**src/sv/backing_store_map_table_core_assert.svh**
```systemverilog
// Assertion macros used by the backing-store map table core.
`ifndef BACKING_STORE_MAP_TABLE_CORE_ASSERT_SVH
`define BACKING_STORE_MAP_TABLE_CORE_ASSERT_SVH

// Same-cycle implication.
`define BSMT_ASSERT_IMP(label, clk, rst, ante, cons, msg) \
   label: assert property (@(posedge clk) disable iff (rst) (ante) |-> (cons)) \
      else $error(msg);

// Next-cycle implication.
`define BSMT_ASSERT_NEXT(label, clk, rst, ante, cons, msg) \
   label: assert property (@(posedge clk) disable iff (rst) (ante) |=> (cons)) \
      else $error(msg);

`endif

```
**src/sv/bsmt_pkg.sv**
```systemverilog
// Types and constants of the backing-store map table.
package bsmt_pkg;

   localparam int ENTRIES    = 8;
   localparam int PAGE_SHIFT = 12;
   localparam int IDX_LIMIT  = 8;
   localparam int USABLE     = (ENTRIES < IDX_LIMIT) ? ENTRIES : IDX_LIMIT;
   localparam int SLOT_W     = $clog2(USABLE);

   localparam int CMD_W      = 3;
   localparam int INDEX_W    = 3;
   localparam int OWNER_W    = 6;
   localparam int BASE_W     = 20;
   localparam int COUNT_W    = 9;
   localparam int ADDR_W     = 32;
   localparam int OFF_W      = 8;
   localparam int MAX_COUNT  = 256;
   localparam int PAGE_W     = ADDR_W - PAGE_SHIFT;
   localparam int DIFF_W     = ((PAGE_W > BASE_W) ? PAGE_W : BASE_W) + 1;

   typedef enum logic [CMD_W-1:0] {
      CMD_ALLOC  = 3'd0,
      CMD_MAP    = 3'd1,
      CMD_FREE   = 3'd2,
      CMD_LOOKUP = 3'd3,
      CMD_CLEAR  = 3'd4
   } cmd_type;

   typedef enum logic [1:0] {
      ST_OK   = 2'd0,
      ST_MISS = 2'd1,
      ST_FULL = 2'd2
   } status_type;

   typedef enum logic [1:0] {
      S_IDLE,
      S_SCAN,
      S_CHECK,
      S_EXEC
   } state_type;

   typedef logic [SLOT_W-1:0] slot_type;

   typedef struct packed {
      logic                set;
      logic                clr_one;
      logic                clr_all;
      slot_type            idx;
      logic [OWNER_W-1:0]  owner;
      logic [BASE_W-1:0]   base;
      logic [COUNT_W-1:0]  size;
   } tbl_wr_type;

   typedef struct packed {
      logic                valid;
      logic [OWNER_W-1:0]  owner;
      logic [BASE_W-1:0]   base;
      logic [COUNT_W-1:0]  size;
   } tbl_rd_type;

endpackage

```
**src/sv/backing_store_map_table_core.sv**
```systemverilog
// Backing-store map table: command sequencer, scan and range check around the entry table.
//
// A command word is taken when start is high and busy is low; busy then stays high until the
// result word is strobed on rsp_valid for one cycle, and the receiver cannot stall it. Map,
// free, clear-all and unknown commands go through the exec state, from which the result word
// is registered. Allocate walks the table one entry per cycle through a single read port and
// compare, and stops at the first free entry or reports full after entry USABLE-1.
// Lookup walks the same way to the first valid entry of the process (a miss if there is none),
// then moves to the check state, where the subtract/compare unit does the range check.
// A new command may start in the cycle the result is strobed.
`include "backing_store_map_table_core_assert.svh"

module backing_store_map_table_core (
   input  logic                           clock,
   input  logic                           reset,
   input  logic                           start,
   output logic                           busy,
   input  logic [bsmt_pkg::CMD_W-1:0]     req_cmd,
   input  logic [bsmt_pkg::INDEX_W-1:0]   req_entry_index,
   input  logic [bsmt_pkg::OWNER_W-1:0]   req_proc_id,
   input  logic [bsmt_pkg::BASE_W-1:0]    req_base_page,
   input  logic [bsmt_pkg::COUNT_W-1:0]   req_page_count,
   input  logic [bsmt_pkg::ADDR_W-1:0]    req_virt_addr,
   output logic                           rsp_valid,
   output logic [1:0]                     rsp_status,
   output logic [bsmt_pkg::INDEX_W-1:0]   rsp_entry_out,
   output logic [bsmt_pkg::OFF_W-1:0]     rsp_page_offset
);

   bsmt_pkg::state_type              state_ff, state_in;
   logic [bsmt_pkg::CMD_W-1:0]       cmd_ff;
   logic [bsmt_pkg::INDEX_W-1:0]     idx_ff;
   logic [bsmt_pkg::OWNER_W-1:0]     pid_ff;
   logic [bsmt_pkg::BASE_W-1:0]      base_ff;
   logic [bsmt_pkg::COUNT_W-1:0]     cnt_ff;
   logic [bsmt_pkg::PAGE_W-1:0]      page_ff;
   bsmt_pkg::slot_type               scan_ff, scan_in;

   logic                             rsp_valid_ff, rsp_valid_in;
   bsmt_pkg::status_type             rsp_status_ff, rsp_status_in;
   logic [bsmt_pkg::INDEX_W-1:0]     rsp_entry_ff, rsp_entry_in;
   logic [bsmt_pkg::OFF_W-1:0]       rsp_off_ff, rsp_off_in;

   bsmt_pkg::tbl_wr_type             tbl_wr;
   bsmt_pkg::tbl_rd_type             tbl_rd;

   logic                             accept;
   logic                             scan_last;
   logic                             idx_ok;
   logic                             free_hit;
   logic                             own_hit;
   logic [bsmt_pkg::DIFF_W-1:0]      diff;
   logic                             range_hit;

   assign accept    = start && !busy;
   assign busy      = (state_ff != bsmt_pkg::S_IDLE);
   assign scan_last = (scan_ff == bsmt_pkg::slot_type'(bsmt_pkg::USABLE - 1));
   assign idx_ok    = (int'(idx_ff) < bsmt_pkg::USABLE);
   assign free_hit  = !tbl_rd.valid;
   assign own_hit   = tbl_rd.valid && (tbl_rd.owner == pid_ff);

   // range unit: borrow means page below base, low bits vs count gives upper bound
   assign diff      = bsmt_pkg::DIFF_W'(page_ff) - bsmt_pkg::DIFF_W'(tbl_rd.base);
   assign range_hit = !diff[bsmt_pkg::DIFF_W-1] &&
                      (diff[bsmt_pkg::DIFF_W-2:0] <
                       (bsmt_pkg::DIFF_W-1)'(tbl_rd.size));

   bsmt_table u_table (
      .clock  (clock),
      .reset  (reset),
      .wr     (tbl_wr),
      .rd_idx (scan_ff),
      .rd     (tbl_rd)
   );

   always_ff @(posedge clock) begin
      if (reset) begin
         state_ff     <= bsmt_pkg::S_IDLE;
         rsp_valid_ff <= 1'b0;
      end else begin
         state_ff     <= state_in;
         rsp_valid_ff <= rsp_valid_in;
      end
   end

   always_ff @(posedge clock) begin
      if (accept) begin
         cmd_ff  <= req_cmd;
         idx_ff  <= req_entry_index;
         pid_ff  <= req_proc_id;
         base_ff <= req_base_page;
         cnt_ff  <= req_page_count;
         page_ff <= req_virt_addr[bsmt_pkg::ADDR_W-1:bsmt_pkg::PAGE_SHIFT];
      end
      scan_ff       <= scan_in;
      rsp_status_ff <= rsp_status_in;
      rsp_entry_ff  <= rsp_entry_in;
      rsp_off_ff    <= rsp_off_in;
   end

   // next state
   always_comb begin
      state_in = state_ff;
      case (state_ff)
         bsmt_pkg::S_IDLE: begin
            if (accept) begin
               if ((req_cmd == bsmt_pkg::CMD_ALLOC) || (req_cmd == bsmt_pkg::CMD_LOOKUP)) begin
                  state_in = bsmt_pkg::S_SCAN;
               end else begin
                  state_in = bsmt_pkg::S_EXEC;
               end
            end
         end
         bsmt_pkg::S_SCAN: begin
            if (cmd_ff == bsmt_pkg::CMD_ALLOC) begin
               if (free_hit || scan_last) begin
                  state_in = bsmt_pkg::S_IDLE;
               end
            end else begin
               if (own_hit) begin
                  state_in = bsmt_pkg::S_CHECK;
               end else if (scan_last) begin
                  state_in = bsmt_pkg::S_IDLE;
               end
            end
         end
         bsmt_pkg::S_CHECK: state_in = bsmt_pkg::S_IDLE;
         bsmt_pkg::S_EXEC:  state_in = bsmt_pkg::S_IDLE;
         default:           state_in = bsmt_pkg::S_IDLE;
      endcase
   end

   // datapath controls and result word
   always_comb begin
      scan_in        = scan_ff;
      rsp_valid_in   = 1'b0;
      rsp_status_in  = rsp_status_ff;
      rsp_entry_in   = rsp_entry_ff;
      rsp_off_in     = rsp_off_ff;
      tbl_wr         = '0;
      tbl_wr.idx     = idx_ff[bsmt_pkg::SLOT_W-1:0];
      tbl_wr.owner   = pid_ff;
      tbl_wr.base    = base_ff;
      tbl_wr.size    = (int'(cnt_ff) > bsmt_pkg::MAX_COUNT) ?
                       bsmt_pkg::COUNT_W'(bsmt_pkg::MAX_COUNT) : cnt_ff;
      case (state_ff)
         bsmt_pkg::S_IDLE: begin
            scan_in = '0;
         end
         bsmt_pkg::S_SCAN: begin
            if (cmd_ff == bsmt_pkg::CMD_ALLOC) begin
               if (free_hit) begin
                  rsp_valid_in  = 1'b1;
                  rsp_status_in = bsmt_pkg::ST_OK;
                  rsp_entry_in  = bsmt_pkg::INDEX_W'(scan_ff);
                  rsp_off_in    = '0;
               end else if (scan_last) begin
                  rsp_valid_in  = 1'b1;
                  rsp_status_in = bsmt_pkg::ST_FULL;
                  rsp_entry_in  = '0;
                  rsp_off_in    = '0;
               end else begin
                  scan_in = scan_ff + 1'b1;
               end
            end else begin
               if (own_hit) begin
                  scan_in = scan_ff;
               end else if (scan_last) begin
                  rsp_valid_in  = 1'b1;
                  rsp_status_in = bsmt_pkg::ST_MISS;
                  rsp_entry_in  = '0;
                  rsp_off_in    = '0;
               end else begin
                  scan_in = scan_ff + 1'b1;
               end
            end
         end
         bsmt_pkg::S_CHECK: begin
            // first owned entry decides; no further entries are tried
            rsp_valid_in = 1'b1;
            if (range_hit) begin
               rsp_status_in = bsmt_pkg::ST_OK;
               rsp_entry_in  = bsmt_pkg::INDEX_W'(scan_ff);
               rsp_off_in    = diff[bsmt_pkg::OFF_W-1:0];
            end else begin
               rsp_status_in = bsmt_pkg::ST_MISS;
               rsp_entry_in  = '0;
               rsp_off_in    = '0;
            end
         end
         bsmt_pkg::S_EXEC: begin
            rsp_valid_in  = 1'b1;
            rsp_status_in = bsmt_pkg::ST_MISS;
            rsp_entry_in  = '0;
            rsp_off_in    = '0;
            case (cmd_ff)
               bsmt_pkg::CMD_MAP: begin
                  if (idx_ok) begin
                     tbl_wr.set    = 1'b1;
                     rsp_status_in = bsmt_pkg::ST_OK;
                     rsp_entry_in  = idx_ff;
                  end
               end
               bsmt_pkg::CMD_FREE: begin
                  if (idx_ok) begin
                     tbl_wr.clr_one = 1'b1;
                     rsp_status_in  = bsmt_pkg::ST_OK;
                     rsp_entry_in   = idx_ff;
                  end
               end
               bsmt_pkg::CMD_CLEAR: begin
                  tbl_wr.clr_all = 1'b1;
                  rsp_status_in  = bsmt_pkg::ST_OK;
               end
               default: begin
                  rsp_status_in = bsmt_pkg::ST_MISS;
               end
            endcase
         end
         default: begin
            scan_in = '0;
         end
      endcase
   end

   assign rsp_valid       = rsp_valid_ff;
   assign rsp_status      = rsp_status_ff;
   assign rsp_entry_out   = rsp_entry_ff;
   assign rsp_page_offset = rsp_off_ff;

   `BSMT_ASSERT_IMP(a_rsp_when_idle, clock, reset, rsp_valid, !busy, "result word while busy")
   `BSMT_ASSERT_NEXT(a_accept_busy, clock, reset, start && !busy, busy, "accepted word not busy")
   `BSMT_ASSERT_IMP(a_miss_clean, clock, reset, rsp_valid && (rsp_status != bsmt_pkg::ST_OK), (rsp_entry_out == '0) && (rsp_page_offset == '0), "failed word carries data")
   `BSMT_ASSERT_IMP(a_write_exec, clock, reset, tbl_wr.set || tbl_wr.clr_one || tbl_wr.clr_all, state_ff == bsmt_pkg::S_EXEC, "table write outside exec")

endmodule

```
**src/sv/bsmt_table.sv**
```systemverilog
// Mapping table storage: valid bits plus owner, base page and page count per entry.
module bsmt_table (
   input  logic                 clock,
   input  logic                 reset,
   input  bsmt_pkg::tbl_wr_type wr,
   input  bsmt_pkg::slot_type   rd_idx,
   output bsmt_pkg::tbl_rd_type rd
);

   logic [bsmt_pkg::USABLE-1:0]  valid_ff;
   logic [bsmt_pkg::OWNER_W-1:0] owner_ff [bsmt_pkg::USABLE];
   logic [bsmt_pkg::BASE_W-1:0]  base_ff  [bsmt_pkg::USABLE];
   logic [bsmt_pkg::COUNT_W-1:0] size_ff  [bsmt_pkg::USABLE];

   always_ff @(posedge clock) begin
      if (reset || wr.clr_all) begin
         valid_ff <= '0;
      end else if (wr.set) begin
         valid_ff[wr.idx] <= 1'b1;
      end else if (wr.clr_one) begin
         valid_ff[wr.idx] <= 1'b0;
      end
   end

   // payload is only ever read behind its valid bit
   always_ff @(posedge clock) begin
      if (wr.set) begin
         owner_ff[wr.idx] <= wr.owner;
         base_ff[wr.idx]  <= wr.base;
         size_ff[wr.idx]  <= wr.size;
      end
   end

   assign rd.valid = valid_ff[rd_idx];
   assign rd.owner = owner_ff[rd_idx];
   assign rd.base  = base_ff[rd_idx];
   assign rd.size  = size_ff[rd_idx];

endmodule
```
**config.mk**
```make
export PLATFORM = sky130hd
export DESIGN_NAME = backing_store_map_table_core
export DESIGN_NICKNAME = d
export VERILOG_FILES = /design/src/sv/bsmt_pkg.sv /design/src/sv/backing_store_map_table_core.sv /design/src/sv/bsmt_table.sv
export VERILOG_INCLUDE_DIRS = /design/src /design/src/sv
export SDC_FILE = /design/constraint.sdc
export NUM_CORES = 1
export LEC_CHECK = 0
export ABC_AREA = 1
export BUFFER_PORTS_ARGS = -buffer_cell sky130_fd_sc_hd__buf_2
export CAP_MARGIN = 20
export CORE_MARGIN = 5
export CORE_UTILIZATION = 43
export CTS_CLUSTER_DIAMETER = 80
export CTS_CLUSTER_SIZE = 14
export DETAILED_ROUTE_END_ITERATION = 7
export GPL_TIMING_DRIVEN = 0
export PLACE_DENSITY_LB_ADDON = 0.1
export SKIP_LAST_GASP = 1
export SYNTH_ARGS = -nofsm -noshare
export SYNTH_HDL_FRONTEND = slang
export SYNTH_SLANG_ARGS = --single-unit
```
**constraint.sdc**
```tcl
create_clock -name clock -period 3.5 [get_ports clock]
set_input_delay 0.175 -clock clock [delete_from_list [all_inputs] [get_ports clock]]
set_output_delay 0.175 -clock clock [all_outputs]
set_load 0.1 [all_outputs]
```
# == After elaboration in Yosys (flattened, before gate mapping) ==
# Memories as Yosys holds them, arrays and structs flattened. A register that Yosys moved wholly into a read port is not among the register bits.
# Index checks and enable logic that the tools add are counted.
# totals
reg_bits,88
latchBits,0
ram_bits,280
romBits,0
inputBits,76
wordCells,120
n_memories,3
# memory_table
memory,depth,width,rd,rd_ports_with_merged_regs,wr,line_no,source
u_table.base_ff,8,20,1,1,1,bsmt_table.sv:12,logic [bsmt_pkg::BASE_W-1:0] base_ff [bsmt_pkg::USABLE];
u_table.size_ff,8,9,1,1,1,bsmt_table.sv:13,logic [bsmt_pkg::COUNT_W-1:0] size_ff [bsmt_pkg::USABLE];
u_table.owner_ff,8,6,1,1,1,bsmt_table.sv:11,logic [bsmt_pkg::OWNER_W-1:0] owner_ff [bsmt_pkg::USABLE];
# classes
n_addsub,2
multipliers,0
n_div,0
magnitude_cmp,5
eq_ne,16
shifts,0
mux,54
n_bitwise,3
n_reduce_logical,24
# ops
cell,count
8-bit 2-to-1 mux,7
3-bit 2-to-1 mux,14
8-bit case mux with 3 select lines,1
2-bit 2-to-1 mux,11
20-bit by 20-bit subtractor with 21-bit output,1
20-bit by 9-bit less-than comparator with 1-bit output,1
3-bit != test (second input constant),5
1-bit 2-to-1 mux,13
2-bit case mux with 3 select lines,2
9-bit > comparator (second input constant),1
9-bit 2-to-1 mux,1
3-bit case mux with 3 select lines,1
8-bit AND,1
3-bit by 4-bit less-than comparator with 1-bit output (second input constant),2
8-bit inverter,1
8-bit bitwise OR,1
3-bit by 2-bit equality test with 1-bit output (second input constant),2
3-bit equality test (second input constant),2
6-bit equality test,1
3-bit zero test,2
3-bit case mux with 2 select lines,1
3-bit AND reduction,2
2-bit nonzero test,3
2-bit equality test (second input constant),2
other kinds (18),26

# == Longest topological paths before layout ==
# Gate-level depths: netlist of the first run.
# depth
depth_word,8
ltp_mapped,28
ltp_nobuf,24

# == By module ==
# Synthesis of the first run repeated with hierarchy kept, for this count alone.
# hier_totals
hier_cells,1887
area_unflattened_um2,17564.3
# modules_own_cells
module,n_inst,cells_per_inst,area_each_um2,seq_area_each_um2
bsmt_table,1,1299,12683.4,8568.2
backing_store_map_table_core,1,588,4880.9,2372.3

# == Worst setup path after synthesis of the first run ==
# OpenSTA, ideal clock, no wires.
# synth_path
path_type,reg2reg
startpoint,reg state_ff[1]
endpoint,reg state_ff[0]
setup_ns,0.069
t_arrival_ns,4.542
t_required_ns,3.431
path_slack_ns,-1.111
path_stages_with_launch,6
period_less_slack_ns,4.611
cell_sequence,dfxtp_1 nor2_1 clkinv_1 nor2_1 o21ai_0 inv_1
# synth_between
elab_chain_cells,5
# synth_rtl
element,line_no,source
"start, declared",backing_store_map_table_core.sv:30,"bsmt_pkg::state_type state_ff, state_in;"
"start signal, assigned",backing_store_map_table_core.sv:78,state_ff <= bsmt_pkg::S_IDLE;
"start signal, assigned",backing_store_map_table_core.sv:81,state_ff <= state_in;
2-bit nonzero test,backing_store_map_table_core.sv:56,assign busy = (state_ff != bsmt_pkg::S_IDLE);
via busy,backing_store_map_table_core.sv:17,"output logic busy,"
1-bit zero test,backing_store_map_table_core.sv:55,assign accept = start && !busy;
1-bit logical AND,backing_store_map_table_core.sv:55,
via accept,backing_store_map_table_core.sv:47,logic accept;
2-bit != test (no source line),-,
3-bit AND reduction (no source line),-,
# The timed path passes the listed nets, and every way through them passes these cells.
# A chain may end at the register's enable or synchronous reset.

==> results.txt, run 1 <==
via count: 11400
crit path max fanout: 5
Critical Path Source Type: register
final hold violation count: 0
fraction of layout cells with a size suffix above 1: 19.3%
worst reg2reg path depth: 27
core area: 37400 um^2
final WL: 43.5 mm
Setup-failing EPs final: 12
upper clock frequency limit: 261 MHz
GRT busiest layer: met2
CTS tree: built
max-slew violation count: 0
LEAKAGE: 7.61 nW
reg-to-reg setup timing slack: -0.34 ns
Routed wire per std cell: 19.8 um
I/O pin total: 91
Hold Crit Class: input pin to register
VDD IR max: 0.399 mV
Critical path buffers and inverters: 8
initial antenna violation count: 1
Critical Path Slowest Stage Cell: dfxtp_4
Syn Inst Count: 1449
CTS sink count: 371
Placement Setup Slack: -1.44 ns
clock latency at the later pin of the worst-skew pair: 0.60 ns
failing checks: setup timing
Synth area leaders: edfxtp_1, nand2_1, o21ai_0
Max clock buf depth: 3
Synth Register Bits: 371
critical path depth: 27
Worst Skew: 0.0147 ns
Tmin final: 3.84 ns
first-pass iteration count of the detailed router: 5
Final Worst Setup Slack: -0.337 ns
Yosys top cell area share: 66.2%
initial core utilization: 43.3%
Avg Inst Size Synth: 11.2 um^2
antenna-violating nets left: 0
Yosys cell types: 38
Final Wtd Congestion: 0.839
final period utilization: 110%
status: complete, but fails checks
DRT iter0 DRCs: 824
antenna diode count: 0
delay-heaviest family, CP: simple AND/OR/NAND/NOR gates
post-layout util: 54.0%
crit path capture: rsp_page_offset[1]
GR Layer Usage met2: 33.3%
largest net degree at the start of global routing: 29
EDFF count, synth: 357
commonest register cell after synthesis: edfxtp_1
setup tns final: -3.60 ns
P&R area growth vs syn: 24.8%
crit end category: register
Syn Std Cell Area: 16200 um^2
yosys synthesis warning count: 0
routing usage on met3: 4.09%
total track usage: 20.7%
Post-synth top cells: edfxtp_1, nand2_1, nor2_1, o21ai_0, inv_1
Die Area: 41600 um^2
Clock transition at path regs: 0.07 ns
ys async rst share: 0%
largest area contributor in the netlist: edfxtp_1
H-tree depth: 1
met1 usage: 29.1%
root buffer cell: clkbuf_16
Worst Path Required: 3.96 ns
CP Data Arrival Time: 4.30 ns
DRC viols: 0
hpwl dp: 28.7 mm
first-pass GRT wire length: 65.9 mm
max incr delay on CP: 0.40 ns
RR Endpoint: rsp_page_offset[1]
drt via density: 5.18
power density cells: 588 nW/um^2
RSZ-0062 raised after global routing: yes
vias in the first global route: 11100
Die Ht: 204 um
DIE WIDTH: 204 um
# rows: 71
fin nets: 1783
top-count cell post-synth: edfxtp_1
post-synth net total: 1557
Remaining Overflow, GRT: 0
Worst-Margin Slew: 0.970 ns
Buffers on Ports: 78
Most common cell on crit path: nand2_2
sequential-to-total area share from yosys stat: 68.0%
TritonCTS buffer count: 31
kind of critical path: register to register
Max-slew headroom: 35.2%
maximum capacitance violations: 0
==> worst register-to-register path: stages, from the launching register on <==
cell,delay (ns)
dfxtp_4,0.40
buf_12,0.14
clkbuf_16,0.16
clkbuf_16,0.16
buf_12,0.11
o21ai_1,0.08
o221ai_2,0.23
o21ai_4,0.09
buf_12,0.14
ha_4,0.26
nand2_4,0.08
inv_2,0.06
nand2_2,0.06
inv_1,0.04
nand2_2,0.07
nand2_2,0.07
xor2_2,0.19
ha_1,0.31
a21oi_1,0.15
o21ai_1,0.09
nand3_1,0.11
nand2_1,0.06
nor2_1,0.10
nand2_1,0.09
nor2_4,0.17
buf_6,0.15
nand3_2,0.08
nand2_2,0.07
==> sequential cells by signal, indices dropped and copies added (netlist names), named ones only <==
register / cells
u_table.base_ff: 160
u_table.size_ff: 72
u_table.owner_ff: 48
base_ff: 20
page_ff: 20
cnt_ff: 9
rsp_page_offset: 8
pid_ff: 6
cmd_ff: 3
idx_ff: 3
rsp_entry_out: 3
scan_ff: 3
rsp_status: 2
state_ff: 2
rsp_valid: 1
==> worst min-delay path by stage <==
stage	cells past startpoint	slack (ns)	endpoint	from
final	3	0.06	base_ff[17]	start
after global routing	3	0.06	base_ff[17]	start
after CTS	3	0.04	base_ff[17]	start
after detailed placement	1	0.35	cnt_ff[2]	req_page_count[2]
after global placement	1	0.35	cnt_ff[5]	req_page_count[5]
after floorplan	1	0.24	rsp_valid	reset
==> cells in the final DEF, fill, tap and decap left out, drive strengths merged, types with 7 or more instances in the layout <==
| master | count |
|---|---|
| edfxtp | 357 |
| nand2 | 244 |
| nor2 | 217 |
| o21ai | 164 |
| buf | 147 |
| inv | 139 |
| nand3 | 94 |
| clkbuf | 82 |
| dlygate4sd3 | 63 |
| a21oi | 33 |
| ha | 31 |
| o22ai | 29 |
| o221ai | 26 |
| dfxtp | 14 |
| nand4 | 12 |
| xor2 | 7 |
==> through the flow <==
| stage | power, mW | cells | area, um^2 | hold slack (ns) |
|---|---|---|---|---|
| 2_1_floorplan | 7.18 | 1449 | 16300 | 0.244 |
| 3_3_place_gp | 8.02 | 2038 | 17300 | 0.351 |
| 3_5_place_dp | 8.07 | 2049 | 17600 | 0.353 |
| 4_1_cts | 11.8 | 2192 | 20000 | 0.0424 |
| 5_1_grt | 12.5 | 2197 | 20200 | 0.0607 |
| 6_report | 11.9 | 2197 | 20200 | 0.0639 |
==> kinds of logic after synthesis <==
| group | count (synthesis) | synth area share (%) |
|---|---|---|
| simple gates | 579 | 15.1 |
| flops | 371 | 68.0 |
| compound gates | 262 | 9.10 |
| buf+inv | 197 | 4.91 |
| fa+ha+maj | 32 | 2.52 |
| xor+xnor | 8 | 0.433 |
==> where the power goes <==
| group | switching (mW) | internal [mW] |
|---|---|---|
| sequential | 0.122 | 5.05 |
| clock | 1.53 | 1.64 |
| combinational | 2.21 | 1.31 |
==> layer usage <==
layer  wire length, um  part of all wire, %
met5                13                0.030
met4              1150                  2.6
met3              3020                  7.0
met2             20000                   46
met1             19300                   44
==> repair_timing <==
| action | CTS | global route |
|---|---|---|
| pin swaps | 43 | 34 |
| gates resized for setup | 160 | 45 |
| hold endpoints to repair | 64 | 0 |
| hold buffers | 63 | 0 |
| setup endpoints to repair | 12 | 12 |
| gates cloned | 5 | 0 |
| setup buffers | 34 | 6 |
==> final cells by class <==
type | instances | area [um^2]
clock buffer | 40 | 820
multi-input combinational | 881 | 4830
clock inverter | 4 | 45.0
fill | 3202 | 17200
sequential | 371 | 11000
buffer | 56 | 684
timing repair buffer | 196 | 1640
tap | 511 | 639
inverter | 138 | 531
No activity file was read; power rests on OpenSTA's default activity.
==> run 2: changes to the inputs <==
--- a/config.mk
+++ b/config.mk
@@ -16,3 +16,2 @@
 export DETAILED_ROUTE_END_ITERATION = 7
-export GPL_TIMING_DRIVEN = 0
 export PLACE_DENSITY_LB_ADDON = 0.1
==> constraint.sdc (replaced) <==
create_clock -name clock -period 3.5 [get_ports clock]
set_input_delay 0.35 -clock clock [delete_from_list [all_inputs] [get_ports clock]]
set_output_delay 0.35 -clock clock [all_outputs]
set_load 0.1 [all_outputs]
==> run 2 against run 1 <==
Compared with the run above:
- non-clock buffer count up 58
- worst hold slack improved by 0.13 ns
- the flow still finishes with violations (setup timing)
- total power up 6.7%
- setup slack improved by 0.26 ns
- sequential share of layout area fell by 1.3 points
- final area rose by 2.5%
- cell count increased by 3.0%
- first-iteration DRC count decreased by 0.97%
==> results.txt, run 2 (synthesized netlist as in run 1, its figures left out) <==
fraction of layout cells with a size suffix above 1: 23.2%
maximum capacitance violations: 0
max reg flops: 160
Routed wire per std cell: 18.4 um
antenna diode count: 0
antenna-violating nets left: 0
Max clock buf depth: 3
status: complete, but fails checks
first-pass iteration count of the detailed router: 5
Remaining Overflow, GRT: 0
max incr delay on CP: 0.44 ns
core area: 37400 um^2
I/O pin total: 91
Finished Layout Cells: 2264
dpl cells: 2125
Worst Path Required: 3.91 ns
final period utilization: 102%
worst-path cell chain: buf_8 -> buf_8 -> o21ai_0 -> o221ai_1 -> o21ai_2 -> buf_4 -> ha_1 -> nand2_1 -> nand2_1 -> a21oi_2 -> nand2_4 -> xor2_2 -> ha_1 -> a21oi_2 -> o21ai_2 -> nand3_2 -> nand2_2 -> nor2_2 -> nand2_2 -> nor2_4 -> clkbuf_16 -> nand3_2 -> nand2_1
hpwl dp: 26.4 mm
initial antenna violation count: 1
total track usage: 19.9%
Hold Crit Class: input pin to register
setup tns final: -0.624 ns
commonest non-fill, non-tap cell in the layout: edfxtp_1
Final Power: 12.7 mW
fin nets: 1845
Critical Path Source Type: register
DP Area: 18200 um^2
max-slew violation count: 0
footprint of the multi-input gates: 4880 um^2
Most common cell on crit path: nand2_1
Clock transition at path regs: 0.07 ns
DIE WIDTH: 204 um
Largest regs: u_table.base_ff: 160 flops, u_table.size_ff: 72 flops, u_table.owner_ff: 48 flops
post-layout util: 55.3%
failing checks: setup timing
P&R area growth vs syn: 27.8%
final WL: 41.7 mm
Worst-Margin Slew: 0.852 ns
Die Area: 41600 um^2
delay-heaviest family, CP: simple AND/OR/NAND/NOR gates
Final Wtd Congestion: 0.833
Buffers on Ports: 78
Max-slew headroom: 42.6%
Critical path buffers and inverters: 4
Setup-failing EPs final: 12
Reg with most FFs: u_table.base_ff
first-pass GRT wire length: 64.0 mm
final hold violation count: 0
crit path max fanout: 8
Placement Setup Slack: -0.635 ns
largest net degree at the start of global routing: 37
H-tree depth: 2
vias in the first global route: 11300
layout filler cell count: 3184
kind of critical path: register to register
LEAKAGE: 7.92 nW
register area: 11000 um^2
Worst Skew: 0.0213 ns
upper clock frequency limit: 280 MHz
power density cells: 612 nW/um^2
DRC viols: 0
crit end category: register
Hold WS: 0.192 ns
commonest cells after routing, fill and taps aside: edfxtp_1, nand2_1, nor2_1
Design Area, Final: 20700 um^2
via count: 11500
Critical Path Slowest Stage Cell: dfxtp_4
# rows: 71
drt via density: 5.09
Final Worst Setup Slack: -0.0743 ns
root buffer cell: clkbuf_16
CP Data Arrival Time: 3.98 ns
VDD IR max: 0.353 mV
CTS sink count: 371
Tmin final: 3.57 ns
RSZ-0062 raised after global routing: yes
TritonCTS buffer count: 34
DRT iter0 DRCs: 816
Die Ht: 204 um
clock latency at the later pin of the worst-skew pair: 0.56 ns
initial core utilization: 43.3%
CTS tree: built
## run 2: changes by cell type in the layout (fill, tap and decap cells not counted), sizes merged
cell	delta
clkbuf	-35
inv	-2
buf	+99
dlygate4sd3	-1
bufinv	+1
clkinv	+5
## run 2: worst paths after layout
path | slack [ns] | depth (start not counted) | start | end
setup / recovery | -0.07 | 23 | register | rsp_page_offset[5]
hold / removal | 0.19 | 5 | start | state_ff[1]
setup reg to reg | -0.07 | 23 | register | rsp_page_offset[5]
hold reg to reg | 0.48 | 2 | register | register
## run 2: area by class of cell
type / count / share of cell area [%]
Clock inverter: 7 / 0.496
Timing Repair Buffer: 310 / 12.6
Tap cell: 511 / 3.09
Clock buffer: 45 / 4.41
Multi-Input combinational cell: 881 / 23.6
Inverter: 138 / 2.58
Timing Repair inverter: 1 / 0.0423
Sequential cell: 371 / 53.2
## run 2: metal layers
metal | vias to the layer above | global-route usage, % | part of all wire [%]
li1 | 5654 | - | -
met1 | 5589 | 28.1 | 47
met2 | 233 | 32.3 | 47
met3 | 50 | 3.70 | 4.7
met4 | 0 | 4.50 | 1.8
met5 | - | 0 | 0
## run 2: worst reg2reg max path, stage by stage (launching register included)
cell and delay (ns):
dfxtp_4 0.44, buf_8 0.17, buf_8 0.11, o21ai_0 0.09
o221ai_1 0.21, o21ai_2 0.14, buf_4 0.15, ha_1 0.18
nand2_1 0.08, nand2_1 0.10, a21oi_2 0.17, nand2_4 0.08
xor2_2 0.18, ha_1 0.34, a21oi_2 0.15, o21ai_2 0.07
nand3_2 0.08, nand2_2 0.05, nor2_2 0.11, nand2_2 0.07
nor2_4 0.18, clkbuf_16 0.18, nand3_2 0.05, nand2_1 0.05
## run 2: report_power, final
part | internal, mW | leakage [nW] | total [mW] | switching [mW]
sequential | 5.05 | 3.38 | 5.19 | 0.136
combinational | 1.69 | 4.04 | 3.92 | 2.23
clock | 1.93 | 0.492 | 3.56 | 1.63
total | 8.67 | 7.92 | 12.7 | 4.00
## run 2: repair_timing
action,in CTS,in global routing
hold endpoints to repair,63,0
pin swaps,22,48
hold buffers,62,0
setup endpoints to repair,12,12
cloned,2,2
resized for setup,73,74
setup buffers,12,9
